### src/sv/mei_pkg.sv
package mei_pkg;

    // processor event kinds carried on s_tuser
    typedef enum logic [2:0] {
        EV_IO         = 3'd0,
        EV_INT_ACK    = 3'd1,
        EV_JUMP       = 3'd2,
        EV_MEM_READ   = 3'd3,
        EV_PERM_CHECK = 3'd4
    } mei_event_t;

    localparam int WORD_W     = 12;
    localparam int FIELD_W    = 3;
    localparam int S_TDATA_W  = 48;
    localparam int S_TUSER_W  = 3;
    localparam int M_TDATA_W  = 32;

    // I/O words handled here
    localparam logic [WORD_W-1:0] IOT_FIELD_MASK = 12'o7707;
    localparam logic [WORD_W-1:0] IOT_CDF        = 12'o6201;
    localparam logic [WORD_W-1:0] IOT_CIF        = 12'o6202;
    localparam logic [WORD_W-1:0] IOT_CDI        = 12'o6203;
    localparam logic [WORD_W-1:0] IOT_SKON       = 12'o6000;
    localparam logic [WORD_W-1:0] IOT_ION        = 12'o6001;
    localparam logic [WORD_W-1:0] IOT_IOF        = 12'o6002;
    localparam logic [WORD_W-1:0] IOT_SRQ        = 12'o6003;
    localparam logic [WORD_W-1:0] IOT_GTF        = 12'o6004;
    localparam logic [WORD_W-1:0] IOT_RTF        = 12'o6005;
    localparam logic [WORD_W-1:0] IOT_SGT        = 12'o6006;
    localparam logic [WORD_W-1:0] IOT_CAF        = 12'o6007;
    localparam logic [WORD_W-1:0] IOT_RDF        = 12'o6214;
    localparam logic [WORD_W-1:0] IOT_RIF        = 12'o6224;
    localparam logic [WORD_W-1:0] IOT_RIB        = 12'o6234;
    localparam logic [WORD_W-1:0] IOT_RMF        = 12'o6244;
    localparam logic [WORD_W-1:0] IOT_CINT       = 12'o6204;
    localparam logic [WORD_W-1:0] IOT_SINT       = 12'o6254;
    localparam logic [WORD_W-1:0] IOT_CUF        = 12'o6264;
    localparam logic [WORD_W-1:0] IOT_SUF        = 12'o6274;

    // top two bits of a jump or jms instruction word
    localparam logic [1:0] JMP_CLASS = 2'b10;

    typedef struct packed {
        logic [FIELD_W-1:0] cur_instr_field;
        logic [FIELD_W-1:0] next_instr_field;
        logic [FIELD_W-1:0] cur_data_field;
        logic [FIELD_W-1:0] saved_instr_field;
        logic [FIELD_W-1:0] saved_data_field;
        logic               saved_user;
        logic               cur_user;
        logic               next_user;
        logic               int_enable;
        logic               int_enable_after_fetch;
        logic               int_blocked_until_jump;
    } mei_state_t;

    typedef struct packed {
        logic [2:0]        opcode;
        logic [WORD_W-1:0] io_instruction;
        logic              link_in;
        logic [WORD_W-1:0] ac_in;
        logic [WORD_W-1:0] read_data;
        logic              in_fetch2;
        logic              irq_pending;
        logic              user_irq_pending;
        logic              gt_flag_in;
    } mei_item_t;

    typedef struct packed {
        logic [FIELD_W-1:0] data_field;
        logic [FIELD_W-1:0] instr_field;
        logic               user_mode;
        logic               interrupts_enabled;
        logic               gt_value;
        logic               gt_write;
        logic               clear_user_irq;
        logic               set_user_irq;
        logic               unsupported;
        logic               skip;
        logic [WORD_W-1:0]  ac_out;
        logic               link_out;
    } mei_result_t;

endpackage

### src/sv/mei_decode.sv
module mei_decode (
    input  mei_pkg::mei_item_t   item,
    input  mei_pkg::mei_state_t  st,
    output mei_pkg::mei_state_t  st_next,
    output mei_pkg::mei_result_t res
);
    import mei_pkg::*;

    logic [FIELD_W-1:0] field;
    logic [WORD_W-1:0]  lo;

    assign field = item.io_instruction[5:3];
    assign lo    = item.io_instruction & IOT_FIELD_MASK;

    always_comb begin
        st_next = st;
        res = '0;
        res.link_out = item.link_in;
        res.ac_out   = item.ac_in;
        unique case (item.opcode)
            EV_IO: begin
                if (lo == IOT_CDF) begin
                    st_next.cur_data_field = field;
                end else if (lo == IOT_CIF || lo == IOT_CDI) begin
                    if (lo == IOT_CDI) begin
                        st_next.cur_data_field = field;
                    end
                    st_next.next_instr_field       = field;
                    st_next.int_blocked_until_jump = 1'b1;
                end else begin
                    unique case (item.io_instruction)
                        IOT_SKON: begin
                            res.skip = st.int_enable;
                            st_next.int_enable             = 1'b0;
                            st_next.int_enable_after_fetch = 1'b0;
                        end
                        IOT_ION: st_next.int_enable_after_fetch = 1'b1;
                        IOT_IOF: begin
                            st_next.int_enable             = 1'b0;
                            st_next.int_enable_after_fetch = 1'b0;
                        end
                        IOT_SRQ: res.skip = item.irq_pending;
                        IOT_GTF: begin
                            // no-interrupt bit 8 reads as zero
                            res.ac_out = {item.link_in, item.gt_flag_in, item.irq_pending,
                                          1'b0, st.int_enable, st.saved_user,
                                          st.saved_instr_field, st.saved_data_field};
                        end
                        IOT_RTF: begin
                            res.link_out = item.ac_in[11];
                            res.gt_write = 1'b1;
                            res.gt_value = item.ac_in[10];
                            st_next.int_blocked_until_jump = 1'b1;
                            st_next.int_enable_after_fetch = 1'b1;
                            st_next.next_user        = item.ac_in[6];
                            st_next.next_instr_field = item.ac_in[5:3];
                            st_next.cur_data_field   = item.ac_in[2:0];
                        end
                        IOT_SGT: res.skip = item.gt_flag_in;
                        IOT_CAF: begin
                            st_next.cur_instr_field        = '0;
                            st_next.cur_data_field         = '0;
                            st_next.cur_user               = 1'b0;
                            st_next.int_enable             = 1'b0;
                            st_next.int_enable_after_fetch = 1'b0;
                            st_next.int_blocked_until_jump = 1'b0;
                            res.clear_user_irq = 1'b1;
                            res.link_out       = 1'b0;
                            res.ac_out         = '0;
                        end
                        IOT_RDF: res.ac_out = item.ac_in | {6'b0, st.cur_data_field, 3'b0};
                        IOT_RIF: res.ac_out = item.ac_in | {6'b0, st.cur_instr_field, 3'b0};
                        IOT_RIB: res.ac_out = item.ac_in | {5'b0, st.saved_user,
                                                            st.saved_instr_field,
                                                            st.saved_data_field};
                        IOT_RMF: begin
                            st_next.cur_data_field   = st.saved_data_field;
                            st_next.next_instr_field = st.saved_instr_field;
                            st_next.next_user        = st.saved_user;
                        end
                        IOT_CINT: res.clear_user_irq = 1'b1;
                        IOT_SINT: res.skip = item.user_irq_pending;
                        IOT_CUF: begin
                            st_next.cur_user  = 1'b0;
                            st_next.next_user = 1'b0;
                        end
                        IOT_SUF: begin
                            st_next.next_user              = 1'b1;
                            st_next.int_blocked_until_jump = 1'b1;
                        end
                        default: res.unsupported = 1'b1;
                    endcase
                end
            end
            EV_INT_ACK: begin
                st_next.saved_instr_field      = st.cur_instr_field;
                st_next.saved_data_field       = st.cur_data_field;
                st_next.saved_user             = st.cur_user;
                st_next.int_enable             = 1'b0;
                st_next.int_enable_after_fetch = 1'b0;
                st_next.cur_instr_field        = '0;
                st_next.next_instr_field       = '0;
                st_next.cur_data_field         = '0;
                st_next.cur_user               = 1'b0;
                st_next.next_user              = 1'b0;
            end
            EV_JUMP: begin
                st_next.cur_instr_field        = st.next_instr_field;
                st_next.cur_user               = st.next_user;
                st_next.int_blocked_until_jump = 1'b0;
            end
            EV_MEM_READ: begin
                st_next.int_enable = st.int_enable_after_fetch;
                if (item.in_fetch2 && item.read_data[11:10] == JMP_CLASS) begin
                    st_next.int_blocked_until_jump = 1'b0;
                end
            end
            EV_PERM_CHECK: res.set_user_irq = st.cur_user;
            default: ;
        endcase
        res.interrupts_enabled = st_next.int_enable & ~st_next.int_blocked_until_jump;
        res.user_mode   = st_next.cur_user;
        res.instr_field = st_next.cur_instr_field;
        res.data_field  = st_next.cur_data_field;
    end

endmodule

### src/sv/mei_state.sv
module mei_state (
    input  logic                aclk,
    input  logic                aresetn,
    input  logic                update,
    input  mei_pkg::mei_state_t st_next,
    output mei_pkg::mei_state_t st
);
    import mei_pkg::*;

    mei_state_t state_reg;

    always_ff @(posedge aclk) begin
        if (!aresetn) begin
            state_reg <= '0;
        end else if (update) begin
            state_reg <= st_next;
        end
    end

    assign st = state_reg;

endmodule

### src/sv/memory_extension_interrupt_control.sv
// memory-extension and interrupt-control unit for a 12-bit minicomputer. each
// input transfer is one processor event (kind on s_tuser: io instruction,
// interrupt ack, jump, memory read, io permission check) and gives exactly one
// result transfer with the new link/ac, the skip, unsupported, user-fault and
// greater-than strobes, and the instruction field, data field, user mode and
// interrupt-enable status in effect after the event. one transfer is taken
// every cycle unless m_tready low holds a full result register; the input
// register then keeps its event and s_tready drops. an event passes an input
// register, one level of decode and a result register before it is presented
// on m_tdata. the unit state is updated as an event leaves the
// input register, so events act strictly in arrival order. clear-all-flags
// (6007) clears this unit's current fields, user mode, interrupt flags, ac and link.
module memory_extension_interrupt_control (
    input  logic                           aclk,
    input  logic                           aresetn,
    input  logic                           s_tvalid,
    output logic                           s_tready,
    // io_instruction[11:0], link_in[12], ac_in[24:13], read_data[36:25],
    // in_fetch2[37], irq_pending[38], user_irq_pending[39], gt_flag_in[40]
    input  logic [mei_pkg::S_TDATA_W-1:0]  s_tdata,
    // opcode[2:0]
    input  logic [mei_pkg::S_TUSER_W-1:0]  s_tuser,
    output logic                           m_tvalid,
    input  logic                           m_tready,
    // link_out[0], ac_out[12:1], skip[13], unsupported[14], set_user_irq[15],
    // clear_user_irq[16], gt_write[17], gt_value[18], interrupts_enabled[19],
    // user_mode[20], instr_field[23:21], data_field[26:24]
    output logic [mei_pkg::M_TDATA_W-1:0]  m_tdata
);
    import mei_pkg::*;

    localparam int RES_W = $bits(mei_result_t);

    // input register stage
    logic        in_valid_reg;
    mei_item_t   in_item_reg;
    // result register stage
    logic        out_valid_reg;
    mei_result_t out_res_reg;

    mei_item_t   s_item;
    mei_state_t  st;
    mei_state_t  st_next;
    mei_result_t res;
    logic        out_load;
    logic        s_xfer;

    // unpack the input transfer
    assign s_item.opcode           = s_tuser;
    assign s_item.io_instruction   = s_tdata[11:0];
    assign s_item.link_in          = s_tdata[12];
    assign s_item.ac_in            = s_tdata[24:13];
    assign s_item.read_data        = s_tdata[36:25];
    assign s_item.in_fetch2        = s_tdata[37];
    assign s_item.irq_pending      = s_tdata[38];
    assign s_item.user_irq_pending = s_tdata[39];
    assign s_item.gt_flag_in       = s_tdata[40];

    // the result register takes a new event when empty or being drained
    assign out_load = in_valid_reg && (!out_valid_reg || m_tready);
    // the input register frees up in the same cycle it hands off
    assign s_tready = !in_valid_reg || out_load;
    assign s_xfer   = s_tvalid && s_tready;

    always_ff @(posedge aclk) begin
        if (!aresetn) begin
            in_valid_reg <= 1'b0;
        end else if (s_tready) begin
            in_valid_reg <= s_tvalid;
        end
    end

    always_ff @(posedge aclk) begin
        if (s_xfer) begin
            in_item_reg <= s_item;
        end
    end

    always_ff @(posedge aclk) begin
        if (!aresetn) begin
            out_valid_reg <= 1'b0;
        end else if (!out_valid_reg || m_tready) begin
            out_valid_reg <= in_valid_reg;
        end
    end

    always_ff @(posedge aclk) begin
        if (out_load) begin
            out_res_reg <= res;
        end
    end

    mei_decode u_decode (
        .item    (in_item_reg),
        .st      (st),
        .st_next (st_next),
        .res     (res)
    );

    // state moves together with the event into the result register
    mei_state u_state (
        .aclk    (aclk),
        .aresetn (aresetn),
        .update  (out_load),
        .st_next (st_next),
        .st      (st)
    );

    assign m_tvalid = out_valid_reg;
    assign m_tdata  = {{(M_TDATA_W-RES_W){1'b0}}, out_res_reg};

    // an event waiting on a stalled result register keeps its slot
    a_in_hold: assert property (@(posedge aclk) disable iff (!aresetn)
        (in_valid_reg && !out_load) |=> in_valid_reg)
        else $error("input stage lost an event while stalled");

    // state only changes when an event is handed to the result register
    a_state_still: assert property (@(posedge aclk) disable iff (!aresetn)
        !out_load |=> $stable(st))
        else $error("unit state changed with no event moving");

    // reported fields match the state left behind by the event
    a_fields_match: assert property (@(posedge aclk) disable iff (!aresetn)
        out_load |=> (out_res_reg.user_mode == st.cur_user
                      && out_res_reg.instr_field == st.cur_instr_field
                      && out_res_reg.data_field == st.cur_data_field))
        else $error("result fields disagree with unit state");

    // clear-all-flags leaves zero fields and interrupts off
    a_caf_clears: assert property (@(posedge aclk) disable iff (!aresetn)
        (out_load && in_item_reg.opcode == EV_IO && in_item_reg.io_instruction == IOT_CAF)
        |=> (st.cur_instr_field == '0 && st.cur_data_field == '0
             && !st.int_enable && !out_res_reg.interrupts_enabled))
        else $error("clear-all-flags did not clear the unit");

    // a full result register that is not taken keeps its valid
    a_out_hold: assert property (@(posedge aclk) disable iff (!aresetn)
        (out_valid_reg && !m_tready) |=> out_valid_reg)
        else $error("result dropped while stalled");

endmodule
### config.mk
export PLATFORM = sky130hd
export DESIGN_NAME = memory_extension_interrupt_control
export DESIGN_NICKNAME = d
export VERILOG_FILES = /design/src/sv/mei_pkg.sv /design/src/sv/mei_decode.sv /design/src/sv/mei_state.sv /design/src/sv/memory_extension_interrupt_control.sv
export SDC_FILE = /design/constraint.sdc
export NUM_CORES = 1
export LEC_CHECK = 0
export BUFFER_PORTS_ARGS = -buffer_cell sky130_fd_sc_hd__buf_2
export CORE_UTILIZATION = 45
export DETAILED_ROUTE_END_ITERATION = 8
export HOLD_SLACK_MARGIN = 0.12
export PLACE_DENSITY = 0.68
export SYNTH_ARGS = -nofsm -noshare
export SYNTH_HDL_FRONTEND = slang
export SYNTH_SLANG_ARGS = --single-unit
### constraint.sdc
create_clock -name aclk -period 4.9 [get_ports aclk]
set_clock_uncertainty 0.2 [all_clocks]
set_input_delay 0.98 -clock aclk [delete_from_list [all_inputs] [get_ports aclk]]
set_output_delay 0.98 -clock aclk [all_outputs]
set_load 0.03 [all_outputs]
==> flow_metrics.py <==
metrics = {
    "synthesis": {
        "synth_area_per_cell_um2": 11.7,
        "synth_area_mm2": 0.00396,
        "yosysWarnings": 0,
        "netlist_top_cells_count": "edfxtp_1, nand2_1, nor2_1, dfxtp_1, mux2i_1",
        "async_flop_share": 0,
        "yosysTopAreaCell": "edfxtp_1",
        "ys_seq_elements": 84,
        "synthFlopType": "edfxtp_1",
        "synth_cell_types": 67,
        "syn_inst": 338,
        "synth_area_leaders": "edfxtp_1, dfxtp_1, mux2i_1, nand2_1, a22o_1",
        "yosysMostFrequentCell": "edfxtp_1",
        "synth_top_area_share": 0.463,
        "ys_seq_area_frac": 0.579,
        "synth-edff-count": 61,
    },
    "die": {
        "initial_core_util": 0.472,
        "fp.dieH_um": 95.8,
        "die_w_um": 95.8,
        "row_count": 33,
        "core_mm2": 0.00838,
        "dieArea_mm2": 0.00917,
        "ios": 89,
    },
    "grt": {
        "first_global_vias": 2783,
        "grt.overflow.total": 0,
        "grt_pass1_wl_mm": 13.7,
        "grt_util_all_layers": 0.205,
        "grt_max_degree": 35,
        "antenna_found_initial": 0,
    },
    "timing": {
        "rsz0062_at_grt": "no",
        "tightest_slew_ns": 0.786,
        "relSlewSlack": 0.468,
        "max_freq_mhz": 352,
        "tns_ns": 0,
        "timing.final.crit_period_ns": 2.84,
        "fin_crit_sh": 0.580,
        "setup_viol_count_final": 0,
        "hold_viol_final": 0,
        "finalMaxSlewViolations": 0,
    },
    "final_layout": {
        "largest_register_ffs": 34,
        "n_fill_cell": 722,
        "n_antenna_cell": 0,
        "area_delta_synth_final_pct": 15.9,
        "drive_above_1_share": 0.251,
        "nets": 457,
        "fin_cells": 512,
    },
    "route": {
        "drtIter0Drc": 278,
        "ant_nets": 0,
        "vias_per_cell": 5.85,
        "firstDrtPassIters": 6,
        "routed_wl_mm": 8.66,
        "wire_per_inst_um": 16.9,
        "drc_errors": 0,
        "dr_total_vias": 2996,
    },
    "placed_design": {
        "numPortBuffers": 66,
        "place_inst": 496,
        "hpwl_mm": 6.02,
        "place.gp.congestion": 0.922,
    },
    "power_and_ir_drop": {
        "p_leak_nw": 1.70,
        "max-vdd-ir-drop_mv": 0.156,
        "pwr_density_cell_mw_per_mm2": 328,
    },
    "min_path": {
        "hp-class": "flop to flop",
        "hp-start": "u_state.st[1]",
    },
    "clock_tree": {
        "numCtsBuffers": 9,
        "postCtsSetupBuffers": 0,
        "clk_pin_slew_ns": 0.08,
        "clockBufferDepth": 2,
        "htreeDepth": 3,
        "cts_tree": "yes",
        "ctsResizeCount": 0,
        "clock_latency_ns": 0.37,
        "postCtsHoldBufs": 0,
        "clock_sinks": 84,
        "cts-root-buf": "clkbuf_8",
    },
    "setup_path": {
        "worstPathRequired_ns": 4.82,
        "cp-start-kind": "flop",
        "crit_type": "flop to flop",
        "end_kind": "flop",
        "arrival_ns": 2.76,
        "critPathLaunch": "in_item_reg[42]",
        "rr_startpoint": "in_item_reg[42]",
        "worst-path-max-fanout": 12,
    },
    "flow_run": {
        "cap_violations": 0,
    },
    "status": {
        "status": "finished clean",
    },
}
-- path summary, 6_finish.rpt --
path	endpoint	slack (ns)	cells after the start
max	m_tdata[7]	2.06	4
min reg2reg	u_state.st[1]	0.27	2
max reg2reg	m_tdata[7]	2.06	4
min	u_state.st[1]	0.27	2
-- metrics by stage --
step	area [um2]	hold WS, ns	setup slack [ns]	util	power (mW)
6_report	4590	0.275	2.06	0.547	1.50
5_1_grt	4590	0.301	1.97	0.547	1.55
4_1_cts	4590	0.283	2.09	0.547	1.51
3_5_place_dp	4350	0.272	1.86	0.519	0.946
3_3_place_gp	4350	0.269	1.89	0.519	0.943
2_1_floorplan	3970	0.241	1.64	-	0.908
-- area by class of cell --
cell class / instances / area, um2 / area share
well taps: 105 / 131 / 0.0286
repair buffers: 68 / 345 / 0.0753
clock buffers: 10 / 128 / 0.0278
clock inverters: 6 / 104 / 0.0226
multi-input cells: 229 / 1550 / 0.338
flip-flops and latches: 84 / 2290 / 0.500
inverters: 10 / 37.5 / 0.00819
-- routing by layer --
metal	part of all wire	track usage	vias up
li1	-	-	1418
met3	0.065	0.0506	17
met2	0.48	0.329	139
met5	0	0	-
met1	0.43	0.264	1422
met4	0.021	0.0896	0
-- logic make-up after synthesis --
kind of cell    Yosys count  share of synthesized area
buf+inv                  29                     0.0332
flops                    84                      0.579
mux                      17                     0.0430
simple gates            121                      0.169
compound gates           85                      0.173
other cells               1                   0.000948
xor+xnor                  1                    0.00221
-- cell usage in the layout (no fill, tap or decap), types with 5 or more instances in the layout --
cell       n
buf_2     66
edfxtp_1  61
nand2_1   34
nor2_1    30
dfxtp_1   23
mux2i_1   17
a21oi_1   15
a22o_1    14
nand3_1   10
a22oi_1    9
clkbuf_8   9
inv_1      8
and2_1     6
o21ai_0    6
conb_1     5
-- critical path, cell delays in order (launching register included) --
cell and delay, ns:
edfxtp_1 0.56, or2_1 0.36, nor2_1 0.44, nand3_1 0.58
a22o_1 0.44
-- where the power goes --
| group | switching, mW | total (mW) | leakage [nW] | internal (mW) |
|---|---|---|---|---|
| combinational | 0.0751 | 0.114 | 0.812 | 0.0385 |
| clock | 0.237 | 0.572 | 0.118 | 0.335 |
| sequential | 0.0244 | 0.817 | 0.770 | 0.793 |
Note: power is estimated with default switching activity, not from simulation.
